[config.mk]
export PLATFORM = sky130hd
export DESIGN_NAME = arc_monotonic_subdivider_unit
export DESIGN_NICKNAME = d
export VERILOG_FILES = /design/src/ams_pkg.sv /design/src/arc_monotonic_subdivider_unit.sv
export SDC_FILE = /design/constraint.sdc
export NUM_CORES = 2
export LEC_CHECK = 0
export ABC_AREA = 1
export BUFFER_PORTS_ARGS = -buffer_cell sky130_fd_sc_hd__clkbuf_2
export CAP_MARGIN = 10
export CELL_PAD_IN_SITES_DETAIL_PLACEMENT = 0
export CELL_PAD_IN_SITES_GLOBAL_PLACEMENT = 1
export CORE_MARGIN = 3
export CORE_UTILIZATION = 52
export DETAILED_ROUTE_END_ITERATION = 10
export PLACE_DENSITY_LB_ADDON = 0.1
export SLEW_MARGIN = 20
export SYNTH_ARGS = -nofsm -noshare
export SYNTH_HDL_FRONTEND = slang
export SYNTH_SLANG_ARGS = --single-unit
export TNS_END_PERCENT = 20
[constraint.sdc]
create_clock -name i_clk -period 22.5 [get_ports i_clk]
set_input_delay 4.5 -clock i_clk [delete_from_list [all_inputs] [get_ports i_clk]]
set_output_delay 4.5 -clock i_clk [all_outputs]
set_load 0.02 [all_outputs]
[src/ams_pkg.sv]
// ams_pkg: types, constants and helper functions of the arc subdivider
// depends on nothing; used by arc_monotonic_subdivider_unit
package ams_pkg;

    localparam int MAX_SUBARCS_DEF = 24;
    localparam int CNT_W   = 5;
    localparam int MAG_W   = 21;
    localparam int ACC_W   = 26;
    localparam int Z_W     = 29;
    localparam int XY_W    = 33;
    localparam int PROD_W  = 55;
    localparam int CORDIC_STEPS = 24;

    localparam logic [MAG_W-1:0] QPI4 = 21'd51472;
    localparam logic signed [Z_W-1:0] PI24   = 29'sd52707179;
    localparam logic signed [Z_W-1:0] TWOPI24 = 29'sd105414358;
    localparam logic signed [Z_W-1:0] HPI24  = 29'sd26353589;
    localparam logic signed [XY_W-1:0] KINIT = 33'sd652032874;

    typedef struct packed {
        logic signed [23:0] start_x;
        logic signed [23:0] start_y;
        logic signed [23:0] finish_x;
        logic signed [23:0] finish_y;
        logic signed [23:0] center_x;
        logic signed [23:0] center_y;
        logic        [22:0] arc_radius;
        logic signed [19:0] angle_from;
        logic signed [19:0] angle_to;
    } t_arc_in;

    typedef struct packed {
        logic signed [23:0] seg_start_x;
        logic signed [23:0] seg_start_y;
        logic signed [23:0] seg_end_x;
        logic signed [23:0] seg_end_y;
        logic signed [19:0] seg_angle_from;
        logic signed [19:0] seg_angle_to;
        logic               tangent_prev;
        logic               last_of_arc;
    } t_seg_out;

    typedef enum logic [3:0] {
        ST_IDLE, ST_SCAN, ST_PINIT, ST_COUNT, ST_KSTEP, ST_DIV, ST_ANGLE,
        ST_REDUCE, ST_ROTATE, ST_MULX, ST_ADDX, ST_MULY, ST_ADDY, ST_EMIT
    } t_state;

    typedef struct packed {
        logic                  neg;
        logic signed [Z_W-1:0] z;
    } t_red;

    function automatic logic signed [19:0] split_angle(input logic [2:0] kk);
        case (kk)
            3'd0:    split_angle = -20'sd102944;
            3'd1:    split_angle = 20'sd0;
            3'd2:    split_angle = 20'sd102944;
            3'd3:    split_angle = 20'sd205887;
            3'd4:    split_angle = 20'sd308831;
            3'd5:    split_angle = 20'sd411775;
            default: split_angle = 20'sd514719;
        endcase
    endfunction

    function automatic logic signed [Z_W-1:0] atan_step(input logic [4:0] j);
        case (j)
            5'd0:    atan_step = 29'sd13176795;
            5'd1:    atan_step = 29'sd7778716;
            5'd2:    atan_step = 29'sd4110060;
            5'd3:    atan_step = 29'sd2086331;
            5'd4:    atan_step = 29'sd1047214;
            5'd5:    atan_step = 29'sd524117;
            5'd6:    atan_step = 29'sd262122;
            5'd7:    atan_step = 29'sd131069;
            default: atan_step = 29'sd1 <<< (5'd24 - j);
        endcase
    endfunction

    function automatic logic signed [23:0] sat24(input logic signed [26:0] v);
        if (v > 27'sd8388607) begin
            sat24 = 24'sh7fffff;
        end else if (v < -27'sd8388608) begin
            sat24 = 24'sh800000;
        end else begin
            sat24 = v[23:0];
        end
    endfunction

    function automatic t_red reduce_angle(input logic signed [19:0] a);
        logic signed [Z_W-1:0] z;
        t_red r;
        z = {{(Z_W-28){a[19]}}, a, 8'd0};
        // a 20 bit angle lands in [-pi, pi] after one 2pi step
        if (z > PI24) begin
            z = z - TWOPI24;
        end else if (z < -PI24) begin
            z = z + TWOPI24;
        end
        r.neg = 1'b0;
        if (z > HPI24) begin
            z = z - PI24;
            r.neg = 1'b1;
        end else if (z < -HPI24) begin
            z = z + PI24;
            r.neg = 1'b1;
        end
        r.z = z;
        return r;
    endfunction

endpackage

[src/arc_monotonic_subdivider_unit.sv]
// arc_monotonic_subdivider_unit: splits one circular arc into monotonic sub-arcs
// depends on ams_pkg (types, split angles, cordic table, saturation)
//
// usage
//   input channel: i_in_valid / o_in_ready, one arc per beat in i_in_beat
//   output channel: o_out_valid / i_out_ready, one sub-arc per beat in o_out_beat,
//   last_of_arc marks the final beat of an arc (at most MAX_SUBARCS beats)
//   o_in_ready is high only while the sequencer is idle; an arc is worked
//   on alone from acceptance to its last beat
//   per arc: a quarter-turn scan plus sub-arc counting per piece; per
//   interior sub-arc a restoring divider, 24 cordic rotations on one shared
//   add/shift unit and two passes through one 23x32 multiplier; a
//   piece-ending sub-arc goes straight to the emit state
//   results leave through one output register: the sequencer waits in its
//   emit state while the receiver stalls and a full register is not taken
//   reset (synchronous, active low) returns to idle and drops any beat
//   still held in the output register
module arc_monotonic_subdivider_unit #(
    parameter int MAX_SUBARCS = ams_pkg::MAX_SUBARCS_DEF
) (
    input  logic              i_clk,
    input  logic              i_rst_n,
    input  logic              i_in_valid,
    output logic              o_in_ready,
    input  ams_pkg::t_arc_in  i_in_beat,
    output logic              o_out_valid,
    input  logic              i_out_ready,
    output ams_pkg::t_seg_out o_out_beat
);

    localparam int NW = $clog2(MAX_SUBARCS + 1);

    ams_pkg::t_state r_state, n_state;
    ams_pkg::t_arc_in r_in, n_in;
    logic r_up, n_up;
    logic [2:0] r_i, n_i;
    logic r_final, n_final;
    logic signed [19:0] r_pa, n_pa, r_a1, n_a1, r_th0, n_th0, r_th1, n_th1;
    logic signed [23:0] r_px, n_px, r_py, n_py, r_ex, n_ex, r_ey, n_ey;
    logic signed [23:0] r_nx, n_nx, r_ny, n_ny;
    logic [ams_pkg::MAG_W-1:0] r_mag, n_mag, r_remc, n_remc;
    logic r_swneg, n_swneg;
    logic [ams_pkg::CNT_W-1:0] r_cnt, n_cnt, r_k, n_k;
    logic [ams_pkg::ACC_W-1:0] r_acc, n_acc, r_dvd, n_dvd, r_quo, n_quo;
    logic [ams_pkg::CNT_W-1:0] r_drem, n_drem;
    logic [4:0] r_dc, n_dc, r_j, n_j;
    logic signed [ams_pkg::Z_W-1:0] r_z, n_z;
    logic signed [ams_pkg::XY_W-1:0] r_x, n_x, r_y, n_y;
    logic r_fneg, n_fneg;
    logic [ams_pkg::PROD_W-1:0] r_prod, n_prod;
    logic r_psgn, n_psgn;
    logic [NW-1:0] r_n, n_n;
    logic r_ov, n_ov;
    ams_pkg::t_seg_out r_ob, n_ob;

    logic [2:0] kk;
    logic signed [19:0] ca;
    logic is_split;
    logic signed [24:0] sp_x, sp_y;
    logic signed [20:0] sweep;
    logic [ams_pkg::CNT_W:0] rem_sh;
    logic signed [21:0] th_sum;
    logic signed [21:0] q_signed;
    ams_pkg::t_red red;
    logic signed [ams_pkg::XY_W-1:0] sh_x, sh_y, t_val;
    logic [31:0] t_mag;
    logic [ams_pkg::PROD_W:0] p_round;
    logic signed [26:0] p_ext, base_ext;
    logic is_last, out_free, emit_go;

    assign o_in_ready  = (r_state == ams_pkg::ST_IDLE);
    assign o_out_valid = r_ov;
    assign o_out_beat  = r_ob;

    assign out_free = !r_ov || i_out_ready;
    assign is_last  = (r_n == NW'(MAX_SUBARCS - 1)) ||
                      (r_final && ((r_k + 1'b1) == r_cnt));
    assign emit_go  = (r_state == ams_pkg::ST_EMIT) && out_free;

    always_ff @(posedge i_clk) begin
        if (!i_rst_n) begin
            r_state <= ams_pkg::ST_IDLE;
            r_ov    <= 1'b0;
        end else begin
            r_state <= n_state;
            r_ov    <= n_ov;
        end
        r_in <= n_in; r_up <= n_up; r_i <= n_i; r_final <= n_final;
        r_pa <= n_pa; r_a1 <= n_a1; r_th0 <= n_th0; r_th1 <= n_th1;
        r_px <= n_px; r_py <= n_py; r_ex <= n_ex; r_ey <= n_ey;
        r_nx <= n_nx; r_ny <= n_ny; r_mag <= n_mag; r_remc <= n_remc;
        r_swneg <= n_swneg; r_cnt <= n_cnt; r_k <= n_k; r_acc <= n_acc;
        r_dvd <= n_dvd; r_quo <= n_quo; r_drem <= n_drem; r_dc <= n_dc;
        r_j <= n_j; r_z <= n_z; r_x <= n_x; r_y <= n_y; r_fneg <= n_fneg;
        r_prod <= n_prod; r_psgn <= n_psgn; r_n <= n_n; r_ob <= n_ob;
    end

    always_comb begin
        n_state = r_state;
        n_in = r_in; n_up = r_up; n_i = r_i; n_final = r_final;
        n_pa = r_pa; n_a1 = r_a1; n_th0 = r_th0; n_th1 = r_th1;
        n_px = r_px; n_py = r_py; n_ex = r_ex; n_ey = r_ey;
        n_nx = r_nx; n_ny = r_ny; n_mag = r_mag; n_remc = r_remc;
        n_swneg = r_swneg; n_cnt = r_cnt; n_k = r_k; n_acc = r_acc;
        n_dvd = r_dvd; n_quo = r_quo; n_drem = r_drem; n_dc = r_dc;
        n_j = r_j; n_z = r_z; n_x = r_x; n_y = r_y; n_fneg = r_fneg;
        n_prod = r_prod; n_psgn = r_psgn; n_n = r_n; n_ob = r_ob;
        n_ov = r_ov && !i_out_ready;

        kk = r_up ? r_i : (3'd6 - r_i);
        ca = ams_pkg::split_angle(kk);
        is_split = r_up ? (r_in.angle_from < ca && ca < r_in.angle_to)
                        : (r_in.angle_to < ca && ca < r_in.angle_from);
        sp_x = {r_in.center_x[23], r_in.center_x};
        sp_y = {r_in.center_y[23], r_in.center_y};
        if (kk[0]) begin
            if (kk == 3'd3) begin
                sp_x = sp_x - $signed({2'b00, r_in.arc_radius});
            end else begin
                sp_x = sp_x + $signed({2'b00, r_in.arc_radius});
            end
        end else begin
            if (kk == 3'd0 || kk == 3'd4) begin
                sp_y = sp_y - $signed({2'b00, r_in.arc_radius});
            end else begin
                sp_y = sp_y + $signed({2'b00, r_in.arc_radius});
            end
        end
        sweep  = {r_a1[19], r_a1} - {r_pa[19], r_pa};
        rem_sh = {r_drem, r_dvd[ams_pkg::ACC_W-1]};
        q_signed = $signed({1'b0, r_quo[20:0]});
        th_sum = {{2{r_pa[19]}}, r_pa} + (r_swneg ? -q_signed : q_signed);
        red = ams_pkg::reduce_angle(r_th1);
        sh_x = r_x >>> r_j;
        sh_y = r_y >>> r_j;
        t_val = (r_state == ams_pkg::ST_MULX) ? r_x : r_y;
        if (r_fneg) begin
            t_val = -t_val;
        end
        t_mag = t_val[ams_pkg::XY_W-1] ? 32'(-t_val) : 32'(t_val);
        p_round = {1'b0, r_prod} + (ams_pkg::PROD_W+1)'(64'd1 << 29);
        p_ext = $signed({1'b0, p_round[55:30]});
        base_ext = (r_state == ams_pkg::ST_ADDX) ? 27'(r_in.center_x)
                                                : 27'(r_in.center_y);

        case (r_state)
            ams_pkg::ST_IDLE: begin
                if (i_in_valid) begin
                    n_in  = i_in_beat;
                    n_up  = i_in_beat.angle_from < i_in_beat.angle_to;
                    n_i   = 3'd0;
                    n_pa  = i_in_beat.angle_from;
                    n_px  = i_in_beat.start_x;
                    n_py  = i_in_beat.start_y;
                    n_n   = '0;
                    n_state = ams_pkg::ST_SCAN;
                end
            end
            ams_pkg::ST_SCAN: begin
                if (r_i == 3'd7) begin
                    n_a1 = r_in.angle_to;
                    n_ex = r_in.finish_x;
                    n_ey = r_in.finish_y;
                    n_final = 1'b1;
                    n_state = ams_pkg::ST_PINIT;
                end else begin
                    n_i = r_i + 3'd1;
                    if (is_split) begin
                        n_a1 = ca;
                        n_ex = ams_pkg::sat24(27'(sp_x));
                        n_ey = ams_pkg::sat24(27'(sp_y));
                        n_final = 1'b0;
                        n_state = ams_pkg::ST_PINIT;
                    end
                end
            end
            ams_pkg::ST_PINIT: begin
                n_swneg = sweep[20];
                n_mag   = sweep[20] ? ams_pkg::MAG_W'(-sweep) : ams_pkg::MAG_W'(sweep);
                n_remc  = n_mag;
                n_acc   = ams_pkg::ACC_W'(n_mag);
                n_cnt   = ams_pkg::CNT_W'(1);
                n_k     = '0;
                n_th0   = r_pa;
                n_state = ams_pkg::ST_COUNT;
            end
            ams_pkg::ST_COUNT: begin
                if (r_remc >= ams_pkg::QPI4) begin
                    n_remc = r_remc - ams_pkg::QPI4;
                    n_cnt  = r_cnt + 1'b1;
                end else begin
                    n_state = ams_pkg::ST_KSTEP;
                end
            end
            ams_pkg::ST_KSTEP: begin
                if ((r_k + 1'b1) == r_cnt) begin
                    n_th1 = r_a1;
                    n_nx  = r_ex;
                    n_ny  = r_ey;
                    n_state = ams_pkg::ST_EMIT;
                end else begin
                    n_dvd  = r_acc + ams_pkg::ACC_W'(r_cnt >> 1);
                    n_drem = '0;
                    n_quo  = '0;
                    n_dc   = '0;
                    n_state = ams_pkg::ST_DIV;
                end
            end
            ams_pkg::ST_DIV: begin
                n_dvd = r_dvd << 1;
                if (rem_sh >= {1'b0, r_cnt}) begin
                    n_drem = ams_pkg::CNT_W'(rem_sh - {1'b0, r_cnt});
                    n_quo  = {r_quo[ams_pkg::ACC_W-2:0], 1'b1};
                end else begin
                    n_drem = rem_sh[ams_pkg::CNT_W-1:0];
                    n_quo  = {r_quo[ams_pkg::ACC_W-2:0], 1'b0};
                end
                n_dc = r_dc + 5'd1;
                if (r_dc == 5'(ams_pkg::ACC_W - 1)) begin
                    n_state = ams_pkg::ST_ANGLE;
                end
            end
            ams_pkg::ST_ANGLE: begin
                n_th1 = th_sum[19:0];
                n_state = ams_pkg::ST_REDUCE;
            end
            ams_pkg::ST_REDUCE: begin
                n_z    = red.z;
                n_fneg = red.neg;
                n_x    = ams_pkg::KINIT;
                n_y    = '0;
                n_j    = '0;
                n_state = ams_pkg::ST_ROTATE;
            end
            ams_pkg::ST_ROTATE: begin
                if (r_z >= 0) begin
                    n_x = r_x - sh_y;
                    n_y = r_y + sh_x;
                    n_z = r_z - ams_pkg::atan_step(r_j);
                end else begin
                    n_x = r_x + sh_y;
                    n_y = r_y - sh_x;
                    n_z = r_z + ams_pkg::atan_step(r_j);
                end
                n_j = r_j + 5'd1;
                if (r_j == 5'(ams_pkg::CORDIC_STEPS - 1)) begin
                    n_state = ams_pkg::ST_MULX;
                end
            end
            ams_pkg::ST_MULX, ams_pkg::ST_MULY: begin
                n_prod  = ams_pkg::PROD_W'(r_in.arc_radius * t_mag);
                n_psgn  = t_val[ams_pkg::XY_W-1];
                n_state = (r_state == ams_pkg::ST_MULX) ? ams_pkg::ST_ADDX
                                                        : ams_pkg::ST_ADDY;
            end
            ams_pkg::ST_ADDX: begin
                n_nx = ams_pkg::sat24(r_psgn ? base_ext - p_ext : base_ext + p_ext);
                n_state = ams_pkg::ST_MULY;
            end
            ams_pkg::ST_ADDY: begin
                n_ny = ams_pkg::sat24(r_psgn ? base_ext - p_ext : base_ext + p_ext);
                n_state = ams_pkg::ST_EMIT;
            end
            ams_pkg::ST_EMIT: begin
                if (out_free) begin
                    n_ov = 1'b1;
                    n_ob.seg_start_x    = r_px;
                    n_ob.seg_start_y    = r_py;
                    n_ob.seg_end_x      = r_nx;
                    n_ob.seg_end_y      = r_ny;
                    n_ob.seg_angle_from = r_th0;
                    n_ob.seg_angle_to   = r_th1;
                    n_ob.tangent_prev   = (r_k != '0);
                    n_ob.last_of_arc    = is_last;
                    n_n   = r_n + 1'b1;
                    n_px  = r_nx;
                    n_py  = r_ny;
                    n_th0 = r_th1;
                    n_k   = r_k + 1'b1;
                    n_acc = r_acc + ams_pkg::ACC_W'(r_mag);
                    if (is_last) begin
                        n_state = ams_pkg::ST_IDLE;
                    end else if ((r_k + 1'b1) == r_cnt) begin
                        n_pa = r_th1;
                        n_state = ams_pkg::ST_SCAN;
                    end else begin
                        n_state = ams_pkg::ST_KSTEP;
                    end
                end
            end
            default: begin
                n_state = ams_pkg::ST_IDLE;
            end
        endcase
    end

`ifndef SYNTH
    a_n_bound: assert property (@(posedge i_clk) disable iff (!i_rst_n)
        r_n <= NW'(MAX_SUBARCS))
        else $error("sub-arc count beyond limit");

    a_cnt_bound: assert property (@(posedge i_clk) disable iff (!i_rst_n)
        r_state == ams_pkg::ST_KSTEP |-> (r_cnt >= 5'd1 && r_cnt <= 5'd21 && r_k < r_cnt))
        else $error("sub-arc index out of range");

    a_last_idle: assert property (@(posedge i_clk) disable iff (!i_rst_n)
        emit_go && is_last |=> r_state == ams_pkg::ST_IDLE)
        else $error("sequencer busy after last beat");

    a_accept_scan: assert property (@(posedge i_clk) disable iff (!i_rst_n)
        i_in_valid && o_in_ready |=> r_state == ams_pkg::ST_SCAN && r_n == '0)
        else $error("arc not started after acceptance");
`endif

endmodule
Word level (Yosys, flattened, before mapping):

Cells that the tools add are included.

* logic and storage cells: 284
* output and inout port bits: 140
* input port bits: 211
* register bits after elaboration: 828

* mux-type cells: 100
* equal/unequal tests: 42
* multiply operators: 1
* $lt $le $gt $ge: 18
* reduce and logical (&&, ||, !) cells: 37
* $add $sub $neg: 35
* shifts and indexed selects: 3

Operator list (count)
* 2-to-1 mux 24 bit: 16
* 2-to-1 mux 29 bit: 9
* case mux 29 bit (8 select lines): 1
* 2-to-1 mux 20 bit: 10
* case mux 24 bit (2 select lines): 4
* case mux 20 bit (2 select lines): 4
* 2-to-1 mux 33 bit: 4
* case mux 33 bit (2 select lines): 2
* case mux 20 bit (6 select lines): 1
* case mux 26 bit (2 select lines): 2
* less-than comparator 20 bit: 5
* 2-to-1 mux 25 bit: 4
* adder 33 bit: 2
* >>> shifter 33 x 5 -> 33 bit: 2
* subtractor 33 bit: 2
* case mux 5 bit (2 select lines): 6
* case mux 29 bit (2 select lines): 1
* adder 55 x 30 -> 56 bit (second input constant): 1
* multiplier 23 x 32 -> 55 bit: 1
* 2-to-1 mux 27 bit: 2
* 2-to-1 mux 26 bit: 2
* case mux 4 bit (13 select lines): 1
* adder 24 x 24 -> 25 bit: 2
* greater-than comparator 25 x 24 -> 1 bit (second input constant): 2
* other kinds (70): 150

Longest topological paths before layout:

* word-level depth: 11
* mapped depth: 55
* depth with buffers taken out: 53

Worst setup path before layout:

No wires, ideal clock.

* path type: input port to flip-flop
* from: input port i_in_valid
* to: register r_in[0] (netlist bit) (enable)
* library setup time: 0.683 ns
* setup slack: 10.678 ns
* stages: 2
* path buffers: 0
* arrival: 11.139 ns
* cells stage by stage: inv_1 -> nor2_1

* longest elaborated chain between the ends: 1

Ends and longest elaborated chain
* from (decl): line arc_monotonic_subdivider_unit.sv:23 `input logic i_in_valid,`
* AND reduction 2 bit (no line)
* to (signal assigned): line arc_monotonic_subdivider_unit.sv:88 `r_in <= n_in; r_up <= n_up; r_i <= n_i; r_final <= n_final;`
* to (decl): line arc_monotonic_subdivider_unit.sv:34 `ams_pkg::t_arc_in r_in, n_in;`

No other way between the ends.
A chain may end at the register's enable or synchronous reset.

Worst setup path in the final report:

* from: register r_state[0]
* to: register r_prod[52] (netlist bit), data pin

* longest elaborated chain between the ends: 7

Ends and longest elaborated chain
* from (decl): line arc_monotonic_subdivider_unit.sv:33 `ams_pkg::t_state r_state, n_state;`
* from (signal assigned): line arc_monotonic_subdivider_unit.sv:82 `r_state <= ams_pkg::ST_IDLE;`
* from (signal assigned): line arc_monotonic_subdivider_unit.sv:85 `r_state <= n_state;`
* == test 4 bit *: line arc_monotonic_subdivider_unit.sv:136 `t_val = (r_state == ams_pkg::ST_MULX) ? r_x : r_y;`
* 2-to-1 mux 33 bit *: line arc_monotonic_subdivider_unit.sv:136
* negation 33 bit: line arc_monotonic_subdivider_unit.sv:138 `t_val = -t_val;`
* 2-to-1 mux 33 bit *: line arc_monotonic_subdivider_unit.sv:137 `if (r_fneg) begin`
* negation 32 bit: line arc_monotonic_subdivider_unit.sv:140 `t_mag = t_val[ams_pkg::XY_W-1] ? 32'(-t_val) : 32'(t_val);`
* 2-to-1 mux 32 bit *: line arc_monotonic_subdivider_unit.sv:140
* multiplier 23 x 32 -> 55 bit *: line arc_monotonic_subdivider_unit.sv:251 `n_prod = ams_pkg::PROD_W'(r_in.arc_radius * t_mag);`
* to (signal assigned): line arc_monotonic_subdivider_unit.sv:95 `r_prod <= n_prod; r_psgn <= n_psgn; r_n <= n_n; r_ob <= n_ob;`
* to (decl): line arc_monotonic_subdivider_unit.sv:50 `logic [ams_pkg::PROD_W-1:0] r_prod, n_prod;`

Mark *: on every way between the ends. The rest lies on a longest branch, timed or not.

==> impl_results.md <==
* Crit start category: flip-flop
* Crit. End Element: flip-flop
* Placed cell area at 84800 µm²
* Max Fclk at 81.9 MHz
* Synth Warn # at 0
* Cts bufs inserted at 90
* Buffers on Ports at 350
* DRC violations left at 0
* Final worst-path cycle share at 54.3%
* CP bufs+invs at 12
* Synth Register Bits at 799
* Pre-CTS WS at 10.47 ns
* Total track usage at 33.9%
* Final net count at 11887
* Crit path DAT at 12.62 ns
* GR Overflow Total at 0
* Seq/Total Area, Yosys at 29.5%
* Placer Congestion at 0.982
* Setup TNS at 0 ns
* GRT Max-Usage Layer: met2
* Area growth, synth to finish at 8.07%
* Least-Margin Pin Slew at 1.16 ns
* ANT nets after route at 0
* Routed length per instance at 22.0 µm
* Hold-fix buffers, CTS at 0
* Post-CTS Setup Bufs at 0
* Count of final setup violators at 0
* Row count at 144
* Filler Cell Count at 14579
* CTS resizes at 0
* Starting density of the core at 52.5%
* Clk sinks at 799
* Synthesized area at 81200 µm²
* Status: finished, final reports clean
* CTS tree: yes
* Setup slack, reg-to-reg at 10.29 ns
* Syn Nets at 11699
* Post-synth top flop: edfxtp_1
* Pin count of the biggest net entering global routing at 88
* Met2 Track Usage GR at 54.1%
* Clock Skew at 0.0920 ns
* Critical Path Fanout Max at 40
* Clk_lat worst skew at 0.75 ns
* H-Tree Depth at 3
* Max incr delay on CP at 0.81 ns
* Root Buffer: clkbuf_16
* Via Count at 71869
* Met1 Use GR at 46.4%
* Cell mode on critical path: inv_1
* WP data required at 22.91 ns
* Ratio of cells with drive above 1 in the final layout at 6.92%
* DIE AREA at 161000 µm²
* HP Class: reg2reg
* Final Cell Area at 87800 µm²
* Die Wd at 401 µm
* Vias/cell at 5.68
* Drt initial violations at 7167
* Crit-path slowest cell: inv_1
* Initial antenna violation count at 9
* Vias in the first global route at 69631
* Fin util at 56.8%
* Io pins at 351
* Min cycle time layout at 12.21 ns
* Post-synth EDFFs at 794
* Placed wire-length estimate at 219000 µm
* Clock-pin slew on the worst setup and hold paths at 0.06 ns
* Slew HR at 22.2%
* First-pass GRT wire length at 420000 µm
* Final hold vios at 0
* Core Region at 155000 µm²
* Clock buffer depth at 3
* Die Y at 401 µm
* Syn_area_per_cell at 7.86 µm²
* Worst Path Class, Setup: reg2reg
* RSZ-0062 raised after global routing: false
* Detailed Routing Iterations Pass 1 at 8
* Synth async-reset ratio at 0%
* Count of unique library cells instantiated by Yosys at 68
* Total Routed Length at 278000 µm
* Slew Limit Fails at 0
* Final WS setup at 10.29 ns
* Grt met3 use at 6.57%
* # Max-Cap Violations at 0
* Crit-path leading delay family: adder cells
* Syn Inst Count at 10340
[cells in the mapped netlist (12+ instances only)]
cell type	count	area share [%]
fa_1	637	16
o21bai_1	29	0.27
nand3b_1	29	0.27
o21ai_0	664	4.1
o211ai_1	31	0.29
a21oi_1	555	3.4
or2_2	33	0.25
clkbuf_1	245	1.1
nor3_1	110	0.68
nand3_1	415	2.6
xnor2_1	124	1.3
mux2i_1	35	0.43
buf_4	12	0.11
a211oi_1	12	0.11
a31oi_1	58	0.45
nand4_1	84	0.65
inv_1	1522	7.0
nand2_1	2739	13
a21o_1	13	0.12
xor2_1	278	3.0
ha_1	511	7.9
o21a_1	48	0.44
buf_2	62	0.38
nor4_1	35	0.27
inv_2	20	0.092
o221ai_1	16	0.17
a21boi_0	22	0.20
buf_1	23	0.11
clkinv_1	17	0.079
edfxtp_1	794	29
nor2_1	996	4.6
nand2_2	17	0.13
o21ai_1	14	0.086
[cell usage in the layout, fill, tap and decap left out, types with 124 or more instances in the layout]
master       n
a21oi_1    554
clkbuf_2   350
edfxtp_1   794
fa_1       637
ha_1       510
inv_1     1518
nand2_1   2737
nand3_1    415
nor2_1     987
o21ai_0    663
xnor2_1    124
xor2_1     278
[kinds of logic (layout without fill, tap and decap cells)]
logic type      after synthesis  after routing  synth area share (%)
fa+ha+maj                  1148           1148                  23.6
simple gates               4505           4505                  22.6
xor+xnor                    410            410                  4.51
compound gates             1533           1533                  10.4
flops                       799            799                  29.5
mux                          35             35                 0.431
buf+inv                    1910           2170                  9.05
other cells                   0              5                     0
[flip-flops by register name, indices dropped and copies added, names as in the netlist, 26 cells and up]
name and flops:
r_y 33, r_acc 26, r_z 29, r_in 159, r_dvd 26, r_x 33
r_prod 26, o_out_beat 138
[routing by layer]
layer	up-vias	part of all wire, %	routed length (µm)
met5	-	0.015	43
met4	6	3.9	10800
met3	515	9.0	24900
met2	3203	45	125000
met1	34434	42	117000
li1	33711	-	-
[worst reg2reg max path: cells and delay by family, from the launching register on]
kind	cells	cell delay [ns]
AO/OA/AOI/OAI	4	1.27
XOR/XNOR	1	0.10
adder cells (fa/ha/maj)	9	4.22
buffers and inverters	12	2.41
flip-flops	1	0.44
AND/OR/NAND/NOR	15	3.50
[area by class of cell]
type | count | area [µm²] | share of cell area, %
Multi-Input combinational cell | 7631 | 50000 | 57.0
Sequential cell | 799 | 23900 | 27.3
Inverter | 1560 | 5860 | 6.68
Tap cell | 2044 | 2560 | 2.91
Timing Repair Buffer | 446 | 2490 | 2.84
Clock buffer | 105 | 2310 | 2.63
Clock inverter | 59 | 591 | 0.673
Antenna cell | 5 | 12.5 | 0.0143
[per-stage QoR]
step                      hold slack (ns)  instances
after floorplan                     0.400      10340
after global placement              0.401      12479
after detailed placement            0.405      12479
after CTS                           0.386      12643
after global routing                0.403      12644
final                               0.387      12649
[path summary, 6_finish.rpt]
check | startpoint | cells after the start | to
worst max-delay path | r_state[0] | 41 | r_prod[52]
worst min register to register | r_py[8] | 0 | o_out_beat[98]
worst min-delay path | r_py[8] | 0 | o_out_beat[98]
worst max register to register | r_state[0] | 41 | r_prod[52]
Power is left out: the tool's default activity adds up to more than one toggle a clock period on the data nets, which glitch-free logic cannot reach.
